## src/rtl/core/mtt_pkg.sv

```systemverilog
// Shared types and codes for the multi-channel tick timer.
// Used by mtt_cell and multi_channel_tick_timer_top; depends on nothing.
package mtt_pkg;

	typedef enum logic [2:0] {
		OP_INIT    = 3'd0,
		OP_START   = 3'd1,
		OP_STOP    = 3'd2,
		OP_DESTROY = 3'd3,
		OP_INFO    = 3'd4,
		OP_TICK    = 3'd5
	} op_t;

	typedef enum logic [2:0] {
		ST_UNUSED    = 3'd0,
		ST_CREATED   = 3'd1,
		ST_STARTED   = 3'd2,
		ST_STOPPED   = 3'd3,
		ST_DESTROYED = 3'd4
	} tstate_t;

	localparam logic [1:0] KIND_FIRED = 2'd0;
	localparam logic [1:0] KIND_ACK   = 2'd1;
	localparam logic [1:0] KIND_DONE  = 2'd2;

	// Command from the sequencer to one cell.
	typedef struct packed {
		logic wr;
		op_t  op;
		logic hard;
	} cell_cmd_t;

	// Walk token handed from cell to cell; grp is the group being served.
	typedef struct packed {
		logic valid;
		logic grp;
	} tok_t;

endpackage

```

## src/rtl/core/mtt_cell.sv

```systemverilog
// One timer entry of the chain: holds its state and counts, serves the walk
// token when it passes and hands the token on. Depends on mtt_pkg.
module mtt_cell #(
	parameter int COUNT_WIDTH = 32
) (
	input  logic                     clk,
	input  logic                     arst_n,
	input  logic                     adv,
	input  mtt_pkg::cell_cmd_t       cmd,
	input  logic [COUNT_WIDTH-1:0]   cmd_sd,
	input  logic [COUNT_WIDTH-1:0]   cmd_per,
	input  mtt_pkg::tok_t            tok_in,
	output mtt_pkg::tok_t            tok_out,
	output logic                     fire,
	output mtt_pkg::tstate_t         nxt_state,
	output logic [COUNT_WIDTH-1:0]   nxt_sd,
	output logic [COUNT_WIDTH-1:0]   nxt_per,
	output logic                     nxt_hard
);

	mtt_pkg::tstate_t       state_q;
	logic [COUNT_WIDTH-1:0] sd_q, per_q, rem_q, nxt_rem, dec;
	mtt_pkg::tok_t          tok_q;
	logic                   hard_q;
	logic                   serve;

	assign dec     = rem_q - COUNT_WIDTH'(1);
	assign serve   = tok_q.valid && adv && state_q == mtt_pkg::ST_STARTED
		&& hard_q == tok_q.grp;
	assign fire    = serve && (rem_q == '0 || dec == '0);
	assign tok_out = tok_q;

	always_comb begin
		nxt_state = state_q;
		nxt_sd    = sd_q;
		nxt_per   = per_q;
		nxt_hard  = hard_q;
		nxt_rem   = rem_q;
		if (serve) begin
			if (fire) begin
				if (per_q != '0) begin
					nxt_rem = per_q;
				end else begin
					nxt_state = mtt_pkg::ST_STOPPED;
				end
			end else begin
				nxt_rem = dec;
			end
		end
		if (cmd.wr) begin
			unique case (cmd.op)
				mtt_pkg::OP_INIT: begin
					nxt_sd    = cmd_sd;
					nxt_per   = cmd_per;
					nxt_hard  = cmd.hard;
					nxt_rem   = (cmd_sd != '0) ? cmd_sd : cmd_per;
					nxt_state = mtt_pkg::ST_CREATED;
				end
				mtt_pkg::OP_START: begin
					if (state_q == mtt_pkg::ST_CREATED || state_q == mtt_pkg::ST_STOPPED) begin
						nxt_rem   = (sd_q != '0) ? sd_q : per_q;
						nxt_state = mtt_pkg::ST_STARTED;
					end
				end
				mtt_pkg::OP_STOP: begin
					if (state_q == mtt_pkg::ST_STARTED) begin
						nxt_state = mtt_pkg::ST_STOPPED;
					end
				end
				mtt_pkg::OP_DESTROY: begin
					nxt_state = mtt_pkg::ST_DESTROYED;
				end
				default: begin
				end
			endcase
		end
	end

	always_ff @(posedge clk or negedge arst_n) begin
		if (!arst_n) begin
			state_q <= mtt_pkg::ST_UNUSED;
			sd_q    <= '0;
			per_q   <= '0;
			rem_q   <= '0;
			hard_q  <= 1'b0;
			tok_q   <= '0;
		end else begin
			state_q <= nxt_state;
			sd_q    <= nxt_sd;
			per_q   <= nxt_per;
			rem_q   <= nxt_rem;
			hard_q  <= nxt_hard;
			if (adv) begin
				tok_q <= tok_in;
			end
		end
	end

endmodule

```

## config.mk

```make
export PLATFORM = sky130hd
export DESIGN_NAME = mtt_cell
export DESIGN_NICKNAME = d
export VERILOG_FILES = /design/src/rtl/core/mtt_pkg.sv /design/src/rtl/core/mtt_cell.sv
export SDC_FILE = /design/constraint.sdc
export NUM_CORES = 1
export LEC_CHECK = 0
export BUFFER_PORTS_ARGS = -buffer_cell sky130_fd_sc_hd__buf_4
export CAP_MARGIN = 25
export CORE_ASPECT_RATIO = 1.75
export CORE_MARGIN = 2
export CORE_UTILIZATION = 50
export DETAILED_ROUTE_END_ITERATION = 16
export MAX_ROUTING_LAYER = met4
export PLACE_DENSITY = 0.78
export SYNTH_ARGS = -nofsm -noshare
export SYNTH_HDL_FRONTEND = slang
export SYNTH_SLANG_ARGS = --single-unit
export TNS_END_PERCENT = 10
```

## constraint.sdc

```tcl
create_clock -name clk -period 3 [get_ports clk]
set_clock_uncertainty 0.2 [all_clocks]
set_input_delay 0.3 -clock clk [delete_from_list [all_inputs] [get_ports clk]]
set_output_delay 0.3 -clock clk [all_outputs]
set_load 0.01 [all_outputs]
```

After elaboration in Yosys (flattened, before gate mapping)
Index checks and enable logic that the tools add are counted.
{"block": "totals", "ff_bits": 102, "in_bits": 74, "output_inout_bits": 71, "wordCells": 48}
{"block": "classes", "n_addsub": 1, "eq_ne": 7, "mux": 21, "reduce_logical": 12}
{"operator": "two-way mux 32 bit", "count": 11}
{"operator": "nonzero test 32 bit", "count": 3}
{"operator": "logical NOT 32 bit", "count": 2}
{"operator": "one-hot mux 32 bit (2 select lines)", "count": 1}
{"operator": "subtractor 32 x 1 -> 32 bit (second input constant)", "count": 1}
{"operator": "two-way mux 3 bit", "count": 6}
{"operator": "== test 3 x 2 -> 1 bit (second input constant)", "count": 4}
{"operator": "one-hot mux 3 bit (4 select lines)", "count": 1}
{"operator": "== test 3 x 1 -> 1 bit (second input constant)", "count": 2}
{"operator": "logical AND 1 bit", "count": 4}
{"operator": "logical NOT 3 bit", "count": 1}
{"operator": "logical OR 1 bit", "count": 2}
{"operator": "two-way mux 1 bit", "count": 2}
{"operator": "== test 1 bit", "count": 1}

Longest topological paths before layout
Gate-level depths: netlist of run 1.
{"block": "logic_depth", "word_depth": 9, "mapped_depth": 15, "depth_no_buf": 11}

Least setup slack after synthesis of run 1
No wires, ideal clock.
{"block": "synth_timing", "path_kind": "register -> output", "from": "reg rem_q[0]", "to": "out nxt_state[0]", "t_arrival_ns": 2.991, "required_time_ns": 2.500, "path_slack_ns": -0.491, "path_stages_with_launch": 14, "path_buffers": 3, "path_cell_list": "dfrtp_1 -> inv_1 -> ha_1 -> nor3b_1 -> clkbuf_1 -> xnor2_1 -> nand4_1 -> nor4b_1 -> a41oi_2 -> buf_4 -> buf_4 -> nor2_1 -> a21oi_1 -> a21oi_1"}
{"block": "synth_via", "elab_chain_len": 9, "word_cells_on_any_way": 11, "classes_between": "add/sub: 1; mux: 6; reduce/logical: 4"}
{"element": "start, declared", "line": "mtt_cell.sv:22", "rtl": "logic [COUNT_WIDTH-1:0] sd_q, per_q, rem_q, nxt_rem, dec;"}
{"element": "start signal, assigned", "line": "mtt_cell.sv:91", "rtl": "rem_q <= nxt_rem;"}
{"element": "subtractor 32 x 1 -> 32 bit", "line": "mtt_cell.sv:27", "rtl": "assign dec = rem_q - COUNT_WIDTH'(1);"}
{"element": "logical NOT 32 bit", "line": "mtt_cell.sv:30", "rtl": "assign fire = serve && (rem_q == '0 || dec == '0);"}
{"element": "logical OR 1 bit *", "line": "mtt_cell.sv:30"}
{"element": "logical AND 1 bit *", "line": "mtt_cell.sv:30"}
{"element": "net fire", "line": "mtt_cell.sv:14", "rtl": "output logic fire,"}
{"element": "two-way mux 3 bit *", "line": "mtt_cell.sv:40", "rtl": "if (fire) begin"}
{"element": "two-way mux 3 bit *", "line": "mtt_cell.sv:39", "rtl": "if (serve) begin"}
{"element": "two-way mux 3 bit, on equally long branches", "line": "mtt_cell.sv:66, mtt_cell.sv:60"}
{"element": "one-hot mux 3 bit (4 select lines)", "line": "mtt_cell.sv:51", "rtl": "unique case (cmd.op)"}
{"element": "two-way mux 3 bit *", "line": "mtt_cell.sv:50", "rtl": "if (cmd.wr) begin"}
{"element": "end, declared", "line": "mtt_cell.sv:15", "rtl": "output mtt_pkg::tstate_t nxt_state,"}
The timed path passes the listed nets; every way through them passes the cells marked *.

Final worst setup path of run 1
{"block": "layout_timing", "from": "reg rem_q[0]", "to": "out nxt_state[0]"}
{"block": "layout_via", "elab_chain_len": 9, "word_cells_on_any_way": 11, "classes_between": "add/sub: 1; mux: 6; reduce/logical: 4"}
{"element": "subtractor 32 x 1 -> 32 bit", "line": "mtt_cell.sv:27"}
{"element": "logical NOT 32 bit", "line": "mtt_cell.sv:30"}
{"element": "logical OR 1 bit *", "line": "mtt_cell.sv:30"}
{"element": "logical AND 1 bit *", "line": "mtt_cell.sv:30"}
{"element": "two-way mux 3 bit *", "line": "mtt_cell.sv:40"}
{"element": "two-way mux 3 bit *", "line": "mtt_cell.sv:39"}
{"element": "two-way mux 3 bit, on equally long branches", "line": "mtt_cell.sv:66, mtt_cell.sv:60"}
{"element": "one-hot mux 3 bit (4 select lines)", "line": "mtt_cell.sv:51"}
{"element": "two-way mux 3 bit *", "line": "mtt_cell.sv:50"}
Mark *: on every way between the ends. The rest lies on a longest branch, timed or not.

==> run_results.csv, run 1 <==
group,metric,value,unit
placement,place.gp.congestion,1.02,
grt,track_usage,0.363,
synth,ys_types,62,
worst_setup_path,worst-r2r-cell-count,15,
worst_setup_path,required,2.50,ns
worst_setup_path,cp_data_arrival_time,3.05,ns
timing,setup-violations-final,34,
synth,netlist.area_leader.share,0.401,
synth,post_synth_simple_gate_area,0.177,
detailed_routing,route.layer.met1.wl,8690,µm
pwr,vdd.ir_drop.worst,0.388,mV
clock_network,numClockSinks,102,
outcome,outcome,"finished, violations left",
timing,actual_slew_at_the_worst_max_slew_pin,0.962,ns
pwr,power.total,5.35,mW
clock_network,clk_latency,0.36,ns
detailed_routing,num_vias,7104,
floorplanning,ios,145,
placement,hpwl_after_detailed_placement,17800,µm
clock_network,cts_htree_levels,3,
synth,synth-compound-area-share,0.190,
pwr,power_leakage,4.02,nW
synth,synthArstFlopShare,1.00,
clock_network,path_clk_slew,0.08,ns
worst_setup_path,crit_fanout,7,
pwr,powerDensity,579,mW/mm²
grt,antenna_found_initial,0,
floorplanning,floorplan.die.height,153,µm
pwr,power_frac_seq,0.380,
worst_setup_path,path_class,"reg -> out",
final_layout,antennaDiodeCount,0,
worst_setup_path,setup.worst_path.start_class,"flop",
clock_network,numCtsBuffers,9,
synth,syn_area_per_cell,9.37,µm²
detailed_routing,routed-wl-met3,1770,µm
synth,synthesis.instances,679,
synth,synth_edf_count,0,
clock_network,clockRootBuffer,"sky130_fd_sc_hd__clkbuf_16",
synth,most_common_flop_cell_mapped_by_yosys,"sky130_fd_sc_hd__dfrtp_1",
synth,synth_area_leader_cell,"sky130_fd_sc_hd__dfrtp_1",
pwr,power.share.switching,0.369,
synth,netlist_area,0.00636,mm²
grt,grt_max_degree,58,
timing,timing.max_slew.rel_slack,0.358,
pwr,switchingPower,1.98,mW
final_layout,drive_above_1_share,0.435,
timing,rsz0062_at_grt,"yes",
final_layout,finish.utilization,0.743,
synth,ys_seq_area_frac,0.401,
worst_setup_path,critical_path.endpoint_type,"output pin",
detailed_routing,drt_first_iter_violations,687,
detailed_routing,dr.max_layer_used,"met4",
detailed_routing,drc,0,
floorplanning,fp.dieW,89.3,µm
job,maxCapViolations,0,
timing,drv_slew,0,
synth,ys_top_cells_by_count,"sky130_fd_sc_hd__dfrtp_1 (102), sky130_fd_sc_hd__a21oi_1 (80), sky130_fd_sc_hd__mux2_2 (63)",
synth,post-synth-top-count-cell,"sky130_fd_sc_hd__dfrtp_1",
timing,sum_of_negative_setup_slack,-8.91,ns
synth,synth_fa_ha_area_frac,0.00590,
clock_network,clock_tree_from_tritoncts,"done",
synth,synth.top_cells.by_area,"sky130_fd_sc_hd__dfrtp_1 (40%), sky130_fd_sc_hd__mux2_2 (11%), sky130_fd_sc_hd__a21oi_1 (6.3%)",
synth,synthesis.nets,756,
pwr,internal_power,3.37,mW
detailed_routing,detail_route.vias_per_cell,6.44,
timing,layout_min_cycle_time,3.55,ns
worst_hold_path,hold_depth,2,
floorplanning,die_area,0.0137,mm²
pwr,power.share.clock,0.213,
synth,ys_warns,0,
timing,final.setup.worst_slack,-0.548,ns
detailed_routing,routed_met2_length,12200,µm
detailed_routing,totalWireLength,23900,µm
grt,first_pass_grt_wire_length,37300,µm
pwr,combinational_fraction_of_design_power,0.407,
synth,yosys.area_share.xor_xnor,0.0220,
final_layout,area_growth_synth_to_finish,45.2,%
placement,port-buffer-count,144,
outcome,failed_checks,"negative setup slack",
detailed_routing,drt_pass1_iterations,5,
floorplanning,core_area,0.0124,mm²
clock_network,clockBufferDepth,2,
timing,achievable-frequency,0.282,GHz
grt,first_global_vias,7126,
floorplanning,num_rows,54,
detailed_routing,wire_per_inst,21.7,µm
synth,number_of_register_bits_inferred_by_synthesis,102,
worst_hold_path,holdCritPathClass,"in -> reg",
final_layout,layout.nets,1008,
synth,synth.mux.area_fraction,0.159,
detailed_routing,ant_nets,0,
synth,synth_top_family_by_area,"compound AO/OA/AOI/OAI gates",
timing,post-route-period-util,1.18,
timing,hold_violations,0,
grt,grt_overflow_total,0,
floorplanning,floorplan.initialDensity,0.512,
## power groups by stage
stage | clock network, mW | logic [mW] | registers, mW
final | 1.14 | 2.18 | 2.03
after global routing | 1.21 | 2.31 | 2.05
after CTS | 1.15 | 2.10 | 2.00
after detailed placement | 0 | 1.95 | 2.03
after global placement | 0 | 1.90 | 2.01
after floorplan | 0 | 0.956 | 1.93
## placed cells by master, fill, tap and decap left out, types with 4 or more instances in the layout
| cell type | count |
|---|---|
| sky130_fd_sc_hd__nor2_1 | 30 |
| sky130_fd_sc_hd__o221ai_1 | 4 |
| sky130_fd_sc_hd__mux2_2 | 63 |
| sky130_fd_sc_hd__o211ai_1 | 11 |
| sky130_fd_sc_hd__a21oi_1 | 76 |
| sky130_fd_sc_hd__nor4_4 | 7 |
| sky130_fd_sc_hd__nand3_1 | 10 |
| sky130_fd_sc_hd__inv_1 | 16 |
| sky130_fd_sc_hd__a21oi_2 | 4 |
| sky130_fd_sc_hd__buf_4 | 260 |
| sky130_fd_sc_hd__clkbuf_16 | 9 |
| sky130_fd_sc_hd__nor3_1 | 15 |
| sky130_fd_sc_hd__xnor2_1 | 7 |
| sky130_fd_sc_hd__dlygate4sd3_1 | 8 |
| sky130_fd_sc_hd__a32oi_1 | 14 |
| sky130_fd_sc_hd__xor2_1 | 8 |
| sky130_fd_sc_hd__o21ai_1 | 21 |
| sky130_fd_sc_hd__buf_12 | 5 |
| sky130_fd_sc_hd__dfrtp_1 | 101 |
| sky130_fd_sc_hd__buf_6 | 14 |
| sky130_fd_sc_hd__nor2_2 | 5 |
| sky130_fd_sc_hd__nand4_1 | 12 |
| sky130_fd_sc_hd__o22ai_1 | 35 |
| sky130_fd_sc_hd__nand2_1 | 44 |
| sky130_fd_sc_hd__mux2i_1 | 25 |
| sky130_fd_sc_hd__o21ai_0 | 12 |
| sky130_fd_sc_hd__nor4_1 | 29 |
| sky130_fd_sc_hd__nand2b_1 | 7 |
| sky130_fd_sc_hd__or3_1 | 5 |
## routing by layer
layer,track usage,up-vias
li1,-,3088
met2,0.575,440
met4,0.176,0
met1,0.447,3476
met5,-,-
met3,0.0508,100
## metrics by stage
step | instance area, µm² | cells | hold WS, ns | setup slack [ns]
after floorplan | 6450 | 679 | -0.196 | -0.169
after global placement | 8480 | 1065 | 0.149 | -0.301
after detailed placement | 8480 | 1065 | 0.157 | -0.446
after CTS | 9130 | 1099 | 0.00163 | -0.564
after global routing | 9240 | 1103 | 0.00980 | -0.644
final | 9240 | 1103 | 0.00514 | -0.548
## area by class of cell
type,instances,area (µm²)
Clock buffer,9,225
Clock inverter,6,55.1
Fill cell,923,3200
Inverter,18,67.6
Multi-Input combinational cell,512,3820
Sequential cell,102,2550
Tap cell,168,210
Timing Repair Buffer,288,2300
## flip-flops by register name, summed over array words and instances, names as in the netlist
register,cells
tok_out,2
sd_q,32
hard_q,1
rem_q,32
state_q,3
per_q,32
## worst paths after layout
| check | from | end | slack, ns |
|---|---|---|---|
| max | rem_q[0]$_DFF_PN0_ | nxt_state[0] | -0.55 |
| min | cmd_per[23] | per_q[23]$_DFF_PN0_ | 0.005 |
| max reg2reg | rem_q[1]$_DFF_PN0_ | rem_q[10]$_DFF_PN0_ | -0.42 |
| min reg2reg | tok_out[1]$_DFFE_PN0P_ | tok_out[1]$_DFFE_PN0P_ | 0.36 |
| max in group asynchronous | arst_n | per_q[21]$_DFF_PN0_ | 1.54 |
| min in group asynchronous | arst_n | per_q[2]$_DFF_PN0_ | 0.31 |
## timing repair
action                                  CTS  global route
hold buffers                              8             0
endpoints found under the setup margin   35            35
endpoints found under the hold margin    52             0
setup buffers                            11             5
pin swaps                                24            15
resized for setup                        38            16
## worst max-delay path: stages, from the launching register on
cell,delay [ns]
sky130_fd_sc_hd__dfrtp_1,0.42
sky130_fd_sc_hd__inv_2,0.09
sky130_fd_sc_hd__ha_4,0.15
sky130_fd_sc_hd__nor3b_4,0.22
sky130_fd_sc_hd__buf_6,0.17
sky130_fd_sc_hd__nand3_1,0.12
sky130_fd_sc_hd__o21ai_0,0.24
sky130_fd_sc_hd__a41oi_2,0.18
sky130_fd_sc_hd__a31oi_4,0.21
sky130_fd_sc_hd__a41oi_4,0.17
sky130_fd_sc_hd__buf_12,0.16
sky130_fd_sc_hd__buf_8,0.11
sky130_fd_sc_hd__nor2_4,0.10
sky130_fd_sc_hd__a21oi_2,0.07
sky130_fd_sc_hd__a21oi_2,0.13
sky130_fd_sc_hd__buf_4,0.14
## cells by family after synthesis
logic type | count (synthesis)
fa+ha+maj | 3
xor+xnor | 16
mux | 92
simple gates | 203
flops | 102
buf+inv | 65
compound gates | 198
No activity file was read; power rests on OpenSTA's default activity.
==> run 2: changes to the inputs <==
Settings changed: ABC_AREA set to 1, CORE_UTILIZATION 50 to 51, CTS_CLUSTER_DIAMETER set to 150.
==> run 2 against run 1 <==
Net effect: the flow still finishes with violations (negative setup slack); synthesized area rose by 9.7%; synthesized cell count rose by 63%; sequential share of layout area rose by 0.59 points; register-to-register slack improved by 0.57 ns; first-iteration DRC count fell by 5.2%; global-route usage fell by 0.64 points; final cell count rose by 32%; via count rose by 16%; design area fell by 1.7%; critical path type unchanged; critical endpoint unchanged; largest power group unchanged.
==> run_results.csv, run 2 <==
group,metric,value,unit
outcome,outcome,"finished, violations left",
outcome,failed_checks,"negative setup slack",
pwr,powerDensity,559,mW/mm²
pwr,vdd.ir_drop.worst,0.416,mV
job,maxCapViolations,0,
placement,worst_slack_at_placement,0.0250,ns
final_layout,final-seq-area,0.00256,mm²
floorplanning,ios,145,
timing,rsz0062_at_grt,"yes",
worst_setup_path,critical_path.cell_chain,"inv_2 -> ha_4 -> nand2_4 -> nor2_4 -> nand2_4 -> o21ai_1 -> nand2_1 -> nor2_2 -> nand2_1 -> nor2_2 -> nand3_2 -> nand2_4 -> nand2_4 -> o21ai_4 -> nand2_2 -> nand2_2 -> buf_6",
synth,synth_area_leader_cell,"sky130_fd_sc_hd__dfrtp_1",
worst_setup_path,cp_common_cell,"sky130_fd_sc_hd__nand2_4",
grt,grt_overflow_total,0,
timing,final.setup.worst_slack,-0.0712,ns
synth,synth_edf_count,0,
synth,post-synth-top-count-cell,"sky130_fd_sc_hd__nand2_1",
final_layout,layout.nets,1354,
grt,use_met3,0.0313,
grt,track_usage,0.356,
timing,timing.max_slew.rel_slack,0.421,
pwr,power_leakage,4.50,nW
detailed_routing,detail_route.vias_per_cell,5.64,
grt,first_global_vias,7948,
timing,actual_slew_at_the_worst_max_slew_pin,0.869,ns
grt,grt_max_degree,104,
detailed_routing,ant_nets,0,
worst_setup_path,path_class,"reg -> out",
placement,port-buffer-count,144,
floorplanning,floorplan.die.height,159,µm
detailed_routing,drt_pass1_iterations,6,
clock_network,numClockSinks,102,
clock_network,clock_tree_from_tritoncts,"done",
placement,hpwl_after_detailed_placement,19400,µm
final_layout,antennaDiodeCount,0,
synth,synthArstFlopShare,1.00,
timing,layout_min_cycle_time,3.07,ns
synth,synth.top_cells.by_area,"sky130_fd_sc_hd__dfrtp_1 (37%), sky130_fd_sc_hd__nand2_1 (20%), sky130_fd_sc_hd__o21ai_0 (7.7%)",
clock_network,numCtsBuffers,9,
grt,antenna_found_initial,0,
placement,place.gp.congestion,1.03,
floorplanning,core_area,0.0134,mm²
worst_setup_path,worst-path-buf-inv,2,
synth,syn_area_per_cell,6.30,µm²
final_layout,nFillCells,1194,
detailed_routing,totalWireLength,25400,µm
floorplanning,die_area,0.0147,mm²
final_layout,layout_common_cells,"sky130_fd_sc_hd__nand2_1 (354), sky130_fd_sc_hd__buf_4 (188), sky130_fd_sc_hd__o21ai_0 (105), sky130_fd_sc_hd__inv_1 (105), sky130_fd_sc_hd__dfrtp_1 (93)",
worst_setup_path,cp_data_arrival_time,2.57,ns
detailed_routing,wire_per_inst,17.4,µm
clock_network,clockBufferDepth,2,
final_layout,finish.utilization,0.678,
grt,first_pass_grt_wire_length,40400,µm
synth,synthesis.instances,1108,
clock_network,clk_latency,0.34,ns
synth,netlist_area,0.00698,mm²
worst_setup_path,crit_fanout,6,
synth,netlist.area_leader.share,0.366,
grt,groute.layer.met2.usage,0.585,
final_layout,area_growth_synth_to_finish,30.1,%
final_layout,drive_above_1_share,0.226,
synth,ys_warns,0,
floorplanning,floorplan.initialDensity,0.521,
final_layout,final_common_cell,"sky130_fd_sc_hd__nand2_1",
grt,grt-busiest-layer,"met2",
timing,post-route-period-util,1.02,
synth,synthesis.nets,1185,
synth,number_of_register_bits_inferred_by_synthesis,102,
timing,drv_slew,0,
floorplanning,fp.dieW,92.4,µm
worst_setup_path,setup.worst_path.start_class,"flop",
final_layout,multi_input_area,0.00399,mm²
worst_setup_path,critical-path-top-delay-family,"simple AND/OR/NAND/NOR gates",
synth,ys_types,33,
synth,ys_top_cells_by_count,"sky130_fd_sc_hd__nand2_1 (366), sky130_fd_sc_hd__nor2_1 (118), sky130_fd_sc_hd__inv_1 (109)",
final_layout,largest_registers,"per_q: 32 flops, rem_q: 32 flops, sd_q: 32 flops",
clock_network,cts_htree_levels,3,
worst_setup_path,crit_path_max_incr_delay,0.43,ns
floorplanning,num_rows,56,
worst_setup_path,critical_path.endpoint_type,"output pin",
synth,ys_seq_area_frac,0.366,
timing,achievable-frequency,0.326,GHz
worst_setup_path,required,2.50,ns
timing,hold_violations,0,
clock_network,path_clk_slew,0.07,ns
clock_network,clockRootBuffer,"sky130_fd_sc_hd__clkbuf_16",
grt,met1_usage,0.454,
synth,most_common_flop_cell_mapped_by_yosys,"sky130_fd_sc_hd__dfrtp_1",
pwr,power.total,5.08,mW
timing,setup-violations-final,2,
worst_hold_path,holdCritPathClass,"in -> reg",
detailed_routing,drt_first_iter_violations,651,
detailed_routing,num_vias,8211,
worst_setup_path,slowest_cell_on_crit_path,"sky130_fd_sc_hd__dfrtp_1",
detailed_routing,drc,0,
-- run 2: cell types whose count changed after synthesis, moves of 10 or more --
cell                       before  now
sky130_fd_sc_hd__a32oi_1       14    0
sky130_fd_sc_hd__nand4_1       12   23
sky130_fd_sc_hd__inv_1         18  109
sky130_fd_sc_hd__nor3_1        16    3
sky130_fd_sc_hd__nor2_1        37  118
sky130_fd_sc_hd__nor4_1        33   23
sky130_fd_sc_hd__nand2_1       45  366
sky130_fd_sc_hd__o21ai_0       12  108
sky130_fd_sc_hd__o22ai_1       35    0
sky130_fd_sc_hd__mux2_2        63    1
sky130_fd_sc_hd__o21ai_1       21    8
sky130_fd_sc_hd__mux2i_1       25    0
sky130_fd_sc_hd__o211ai_1      11    0
sky130_fd_sc_hd__nand3_1       13   79
-- run 2: cell type report --
cell class                      count  share of cell area
Multi-Input combinational cell    842               0.440
Clock buffer                       11              0.0256
Tap cell                          174              0.0240
Sequential cell                   102               0.282
Timing Repair Buffer              204               0.175
Clock inverter                      4             0.00372
Inverter                          118              0.0496
-- run 2: worst reg2reg max path, stage by stage, from the launching register on --
cell,delay (ns)
sky130_fd_sc_hd__dfrtp_1,0.43
sky130_fd_sc_hd__inv_2,0.10
sky130_fd_sc_hd__ha_4,0.19
sky130_fd_sc_hd__inv_2,0.06
sky130_fd_sc_hd__nor2_2,0.17
sky130_fd_sc_hd__nand2_2,0.10
sky130_fd_sc_hd__buf_4,0.14
sky130_fd_sc_hd__nor2_1,0.10
sky130_fd_sc_hd__nand2_1,0.05
sky130_fd_sc_hd__nand2_1,0.08
sky130_fd_sc_hd__nor2_1,0.05
sky130_fd_sc_hd__nand2_1,0.07
sky130_fd_sc_hd__nor2_2,0.04
sky130_fd_sc_hd__nand3_2,0.08
sky130_fd_sc_hd__nand2_4,0.06
sky130_fd_sc_hd__buf_4,0.14
sky130_fd_sc_hd__buf_6,0.17
sky130_fd_sc_hd__nor2_2,0.12
sky130_fd_sc_hd__buf_4,0.14
sky130_fd_sc_hd__nand2_1,0.07
sky130_fd_sc_hd__nand3_1,0.10
sky130_fd_sc_hd__nand2_1,0.06
-- run 2: timing repair --
item	CTS	global route
setup endpoints to repair	2	14
buffers inserted	3	7
pin swaps	9	20
gates resized for setup	37	39
hold buffers	12	0
hold endpoints to repair	55	0
-- run 2: through the flow --
step | hold WS (ns) | cells | instance area, µm² | TNS, ns
global placement | 0.150 | 1418 | 8400 | 0
CTS | 0.00165 | 1448 | 8910 | -0.0608
detailed placement | 0.163 | 1418 | 8400 | 0
global route | 0.00231 | 1455 | 9080 | -0.476
floorplan | -0.196 | 1108 | 6980 | 0
finish | 0.00372 | 1455 | 9080 | -0.113
-- run 2: worst paths after layout --
kind                       slack [ns]  cells past startpoint               start             endpoint
max                             -0.07                     17  rem_q[1]$_DFF_PN0_         nxt_state[0]
min                             0.004                      3           cmd_sd[2]    sd_q[2]$_DFF_PN0_
max reg2reg                      0.15                     21  rem_q[1]$_DFF_PN0_   rem_q[9]$_DFF_PN0_
min reg2reg                      0.33                      2    hard_q$_DFF_PN0_     hard_q$_DFF_PN0_
max in group asynchronous        1.55                      3              arst_n  per_q[19]$_DFF_PN0_
min in group asynchronous        0.32                      2              arst_n     hard_q$_DFF_PN0_
-- run 2: cells by family after synthesis --
| group | after synthesis | share of synthesized area |
|---|---|---|
| mux | 1 | 0.00161 |
| fa+ha+maj | 3 | 0.00538 |
| xor+xnor | 3 | 0.00377 |
| flops | 102 | 0.366 |
| simple gates | 637 | 0.390 |
| buf+inv | 164 | 0.0905 |
| compound gates | 198 | 0.143 |
-- run 2: per-layer routing --
layer | wire, µm | share of wire
met1 | 9770 | 0.39
met2 | 12700 | 0.50
met3 | 1870 | 0.074
met4 | 1060 | 0.042
met5 | 0 | 0
-- run 2: power by group --
| group | internal (mW) | total [mW] | switching, mW |
|---|---|---|---|
| Clock | 0.565 | 1.08 | 0.511 |
| Sequential | 1.65 | 1.95 | 0.302 |
| Combinational | 0.819 | 2.05 | 1.23 |
| Total | 3.03 | 5.08 | 2.05 |
